$ cat src/sv/lom_pkg.sv
// Package for the limit order matcher: command and status codes, FSM states.
// No dependencies.
package lom_pkg;

  localparam int DefaultBookDepth = 32;

  localparam logic [1:0] CMD_BUY    = 2'd0;
  localparam logic [1:0] CMD_SELL   = 2'd1;
  localparam logic [1:0] CMD_CANCEL = 2'd2;

  localparam logic [2:0] ST_RESTED    = 3'd0;
  localparam logic [2:0] ST_FILLED    = 3'd1;
  localparam logic [2:0] ST_FULL      = 3'd2;
  localparam logic [2:0] ST_CANCELLED = 3'd3;
  localparam logic [2:0] ST_NOTFOUND  = 3'd4;
  localparam logic [2:0] ST_ZERO      = 3'd5;

  // one book entry: price, quantity, owner, handle
  typedef struct packed {
    logic [30:0] price;
    logic [31:0] qty;
    logic [15:0] owner;
    logic [15:0] handle;
  } entry_t;

  typedef enum logic [3:0] {
    S_IDLE, S_MREAD, S_MWAIT, S_MATCH, S_TRADE,
    S_SHIFT_RD, S_SHIFT_WAIT, S_SHIFT_WR,
    S_FIND_RD, S_FIND_WAIT, S_INS_RD, S_INS_WAIT, S_STATUS
  } state_t;

endpackage

$ cat src/sv/lom_book.sv
// One side of the book: entry memory with one write and one registered read port.
// Depends on lom_pkg.
module lom_book #(
  parameter int Depth = lom_pkg::DefaultBookDepth
) (
  input  logic                     clk,
  input  logic                     we,
  input  logic [$clog2(Depth)-1:0] waddr,
  input  lom_pkg::entry_t          wdata,
  input  logic [$clog2(Depth)-1:0] raddr,
  output lom_pkg::entry_t          rdata
);
  import lom_pkg::*;

  entry_t mem [Depth];

  // write port and registered read port
  always_ff @(posedge clk) begin
    if (we) mem[waddr] <= wdata;
    rdata <= mem[raddr];
  end
endmodule
$ cat config.mk
export PLATFORM = sky130hd
export DESIGN_NAME = lom_book
export DESIGN_NICKNAME = d
export VERILOG_FILES = /design/src/sv/lom_pkg.sv /design/src/sv/lom_book.sv
export SDC_FILE = /design/constraint.sdc
export NUM_CORES = 2
export LEC_CHECK = 0
export ABC_AREA = 0
export BUFFER_PORTS_ARGS = -buffer_cell sky130_fd_sc_hd__buf_2
export CORE_MARGIN = 2
export CORE_UTILIZATION = 50
export DETAILED_ROUTE_END_ITERATION = 10
export GPL_TIMING_DRIVEN = 0
export PLACE_DENSITY_LB_ADDON = 0.12
export SLEW_MARGIN = 25
export SYNTH_ARGS = -nofsm -noshare
export SYNTH_HDL_FRONTEND = slang
export SYNTH_SLANG_ARGS = --single-unit
export TNS_END_PERCENT = 30
$ cat constraint.sdc
create_clock -name clk -period 9.35 [get_ports clk]
set_input_delay 2.3375 -clock clk [delete_from_list [all_inputs] [get_ports clk]]
set_output_delay 2.3375 -clock clk [all_outputs]
set_load 0.02 [all_outputs]
==> results list <==
* Async set-or-reset flop fraction in the synthesized netlist: 0%
* Final weighted congestion of routability-driven global placement: ~0.77
* Required time reported for the critical path endpoint: 9.99 ns
- Data arrives at the worst endpoint at ~5.8 ns.
- Derived from the worst setup path, the maximum achievable clock frequency is 0.195 GHz.
- Synth Instances: 5547
* Insertion delay to the later sink of the worst-skew pair: 0.94 ns
- The number of nets handed over by synthesis was around 5700.
* Number of setup violations in the final report: 0
* Worst setup timing slack at the placement stage: 3.40 ns
- Largest voltage drop on the vdd net: about 180 µV
- Vias in the first global route: 59900
- Reg-to-Reg End: rdata[91]$_DFF_P_
- TritonCTS built the clock tree.
* Boundary Pins: about 200
- The number of clock buffers added by TritonCTS is about 330.
- Dividing the detail-routed wire length by the instance count gives about 33 µm.
* Register-to-register setup slack: ~7.3 ns
- The critical path in this run is classified as in2reg.
* Total of flip-flops plus latches after synthesis: around 3100
* Part of the cycle the worst path needs: a little over half
* Final Hold Vio Count: 0
- Entering global routing, the biggest net connects 33 pins.
- Buffer type at the clock tree root: sky130_fd_sc_hd__clkbuf_16
* Post-synthesis cell type with the largest combined area: sky130_fd_sc_hd__edfxtp_1
* Combined global-route utilization of all metal layers: a little over a quarter
- The H-tree generated during clock tree synthesis spans 5 levels.
- Setup repair after global routing left no endpoint under its margin.
- Total detailed-routing wirelength: 325 mm
- In this design, the stage delay of the slowest critical-path cell is between 0.7 and 0.8 ns.
* Average instance area after synthesis: about 21 µm²
- Portion of the post-synthesis area used by sequential elements: between 70% and 80%
* Cells traversed along the worst timing path: buf_4 -> buf_4 -> nor2b_1 -> buf_2 -> buf_1 -> a22oi_1 -> a31oi_1 -> nand3_1
- The die is approximately 490 µm tall.
- In this run the horizontal extent of the chip is approximately 490 µm.
- The tree built by TritonCTS fans out to roughly 3100 sinks.
* Worst rel slew slack: a little over a quarter
- Type of origin of the critical path: input port
- By instance count, the leading cell after synthesis is sky130_fd_sc_hd__edfxtp_1.
* Overall power after layout: between 20 and 30 mW
- For this run, the post-layout net count is 6417.
- The worst hold path begins at mem[20][24]$_DFFE_PP_.
- Count of TritonRoute iterations in the first routing pass: 5
- Number of buffers added for setup after CTS: 0
- Gates resized during post-CTS repair numbered 0.
* Number of fill cells: approximately 17000
- Yosys mapped the design onto 36 distinct sky130hd cell types.
- For the pin with the worst max-slew slack, the measured transition is 1.11 ns.
* Result of the run: finished clean
- Cell type with the highest occurrence count on the critical path: sky130_fd_sc_hd__buf_4
- Class of the tightest hold or removal check: reg2reg
- After floorplanning, the core was divided into 177 placement rows.
- Initial core utilization: between 50% and 60%
* Total power divided by cell area: around 220 nW/µm²
- Die ar.: roughly 240000 µm²
- Sink of the worst hold path: rdata[24]$_DFF_P_
- Compared with the post-synthesis result, the final layout area differs by 17.8%.
- Share of the synthesized area in the top cell type: just under 80%
* Number of max-capacitance violations reported: 0
- Setup WS post-layout: ~4.2 ns
- Measured in cells, the most critical reg-to-reg path has a length of 4.
- Initial antenna violation count: 27
- For this run, the leading register cell type out of synthesis is sky130_fd_sc_hd__edfxtp_1.
- I/O Buffers: between 150 and 200
- Static Leakage: approximately 46 nW
- Startpoint of the worst-slack reg-to-reg timing path: mem[15][91]$_DFFE_PP_
- The first global-routing pass estimated between 400 and 500 mm of wire.
- Setup TNS: 0 ns
- The first routing iteration left roughly 7900 violations.
* HPWL after DPL: 218 mm
* Core area: about 230000 µm²
- Core utilization of the finished layout: between 50% and 60%
- After clock tree synthesis, the clock-pin slew on the worst setup and hold paths is ~0.060 ns.
- Share of final-layout standard cells stronger than drive strength 1: between 20% and 30%
- Number of synthesized flops with an enable pin: between 3000 and 4000
- Total number of vias: about 60000
* Nature of the critical path endpoint: flop
- For the final database, setup skew stands at approximately 0.055 ns.
* Final hold slack: between 0.6 and 0.7 ns
- Post-detailed-route count of antenna-violating nets: 0
- For this run, design rule violations remaining after detail routing come to 0.
* Hold Buf Count CTS: 0
- Cell count of the worst hold path: 4
* Number of pins exceeding their max-slew limit in the final report: 0
- Via-per-instance ratio: between 6 and 7
- For this run, the number of Yosys warnings is 0.
* Leading cell types by total area after synthesis: sky130_fd_sc_hd__edfxtp_1 (78%), sky130_fd_sc_hd__mux4_2 (7.3%), sky130_fd_sc_hd__mux2i_1 (6.5%), sky130_fd_sc_hd__a22oi_1 (3.2%), sky130_fd_sc_hd__dfxtp_1 (1.6%)
* Slowest cell on crit path: sky130_fd_sc_hd__buf_1
- In this run the deepest clock path goes through 4 buffers.
* Sum of overflow across all layers after global routing: 0
* Post-synthesis instance area: about 120000 µm²
* Worst-path maximum fanout: 10
* Final critical delay including setup and external delays: ~5 ns
- Counting instances in the post-synthesis netlist gives the leading cell types as sky130_fd_sc_hd__edfxtp_1 (3040), sky130_fd_sc_hd__mux2i_1 (758), sky130_fd_sc_hd__a22oi_1 (501).
==> routing by layer <==
| metal | up-vias | track usage (%) | wire [µm] |
|---|---|---|---|
| li1 | 24800 | - | - |
| met1 | 32000 | 38.0 | 131000 |
| met2 | 2742 | 44.1 | 157000 |
| met3 | 481 | 4.92 | 26700 |
| met4 | 12 | 7.92 | 9130 |
| met5 | - | 0 | 85 |
==> final cells by class <==
class	instances	area, µm²	share of cell area [%]
antenna	9	22.5	0.0163
buffer	310	1590	1.15
clock buffer	440	9140	6.61
clock inverter	146	1240	0.894
inverter	1	3.75	0.00271
multi-input combinational	2101	22800	16.5
sequential	3135	93200	67.4
tap	3132	3920	2.83
timing repair buffer	428	6330	4.58
==> how the worst max path moves through the flow <==
stage,start,endpoint,cells past startpoint
after global routing,raddr[0],rdata[91]$_DFF_P_,8
after global placement,waddr[3],mem[18][44]$_DFFE_PP_,3
after CTS,raddr[0],rdata[91]$_DFF_P_,8
after detailed placement,raddr[2],rdata[90]$_DFF_P_,7
final,raddr[0],rdata[91]$_DFF_P_,8
after floorplan,waddr[1],mem[12][0]$_DFFE_PP_,3
==> critical path, delay by kind of cell <==
family / cells / cell delay, ns
buf+inv: 4 / 2.02
simple gates: 2 / 0.79
compound gates: 2 / 0.58
==> cells in the final DEF, fill, tap and decap left out, types with 10 or more instances in the layout <==
cell,synthesis,layout
sky130_fd_sc_hd__a22oi_1,501,501
sky130_fd_sc_hd__and2_1,10,10
sky130_fd_sc_hd__nor2b_1,15,14
sky130_fd_sc_hd__clkbuf_2,0,13
sky130_fd_sc_hd__nor2_4,0,33
sky130_fd_sc_hd__a31oi_1,52,52
sky130_fd_sc_hd__nor2_1,47,14
sky130_fd_sc_hd__buf_4,30,31
sky130_fd_sc_hd__clkbuf_8,0,19
sky130_fd_sc_hd__edfxtp_1,3040,3040
sky130_fd_sc_hd__buf_1,17,16
sky130_fd_sc_hd__mux2i_1,758,758
sky130_fd_sc_hd__clkbuf_16,0,343
sky130_fd_sc_hd__mux4_2,381,381
sky130_fd_sc_hd__clkinv_1,0,52
sky130_fd_sc_hd__buf_8,0,12
sky130_fd_sc_hd__buf_12,0,107
sky130_fd_sc_hd__buf_2,126,325
sky130_fd_sc_hd__buf_6,18,19
sky130_fd_sc_hd__dfxtp_1,95,95
sky130_fd_sc_hd__nand3_1,190,190
sky130_fd_sc_hd__clkbuf_1,118,183
sky130_fd_sc_hd__buf_16,0,109
sky130_fd_sc_hd__a22o_1,52,52
sky130_fd_sc_hd__bufinv_16,0,21
sky130_fd_sc_hd__clkinv_2,0,63
sky130_fd_sc_hd__nand4_1,43,43
sky130_fd_sc_hd__nand2_1,16,16
==> where the power goes <==
group / leakage [nW] / internal [mW] / total, mW / switching, mW
combinational: 12.6 / 0.517 / 1.59 / 1.07
sequential: 28.2 / 15.6 / 15.7 / 0.0495
clock: 5.10 / 7.42 / 12.7 / 5.26
==> through the flow <==
step,cell area [µm²],std cells
floorplan,117000,5547
global placement,122000,8877
detailed placement,128000,9107
CTS,138000,9693
global route,138000,9698
finish,138000,9702
==> flip-flops by register name, summed over array words and instances (netlist names) <==
name and flops:
rdata 95, mem 3040
==> cell families after synthesis <==
family / synth area share, %
mux: 13.8
simple gates: 1.48
flops: 79.4
buf+inv: 1.34
compound gates: 3.96
Power figures use the tool's default switching activity.
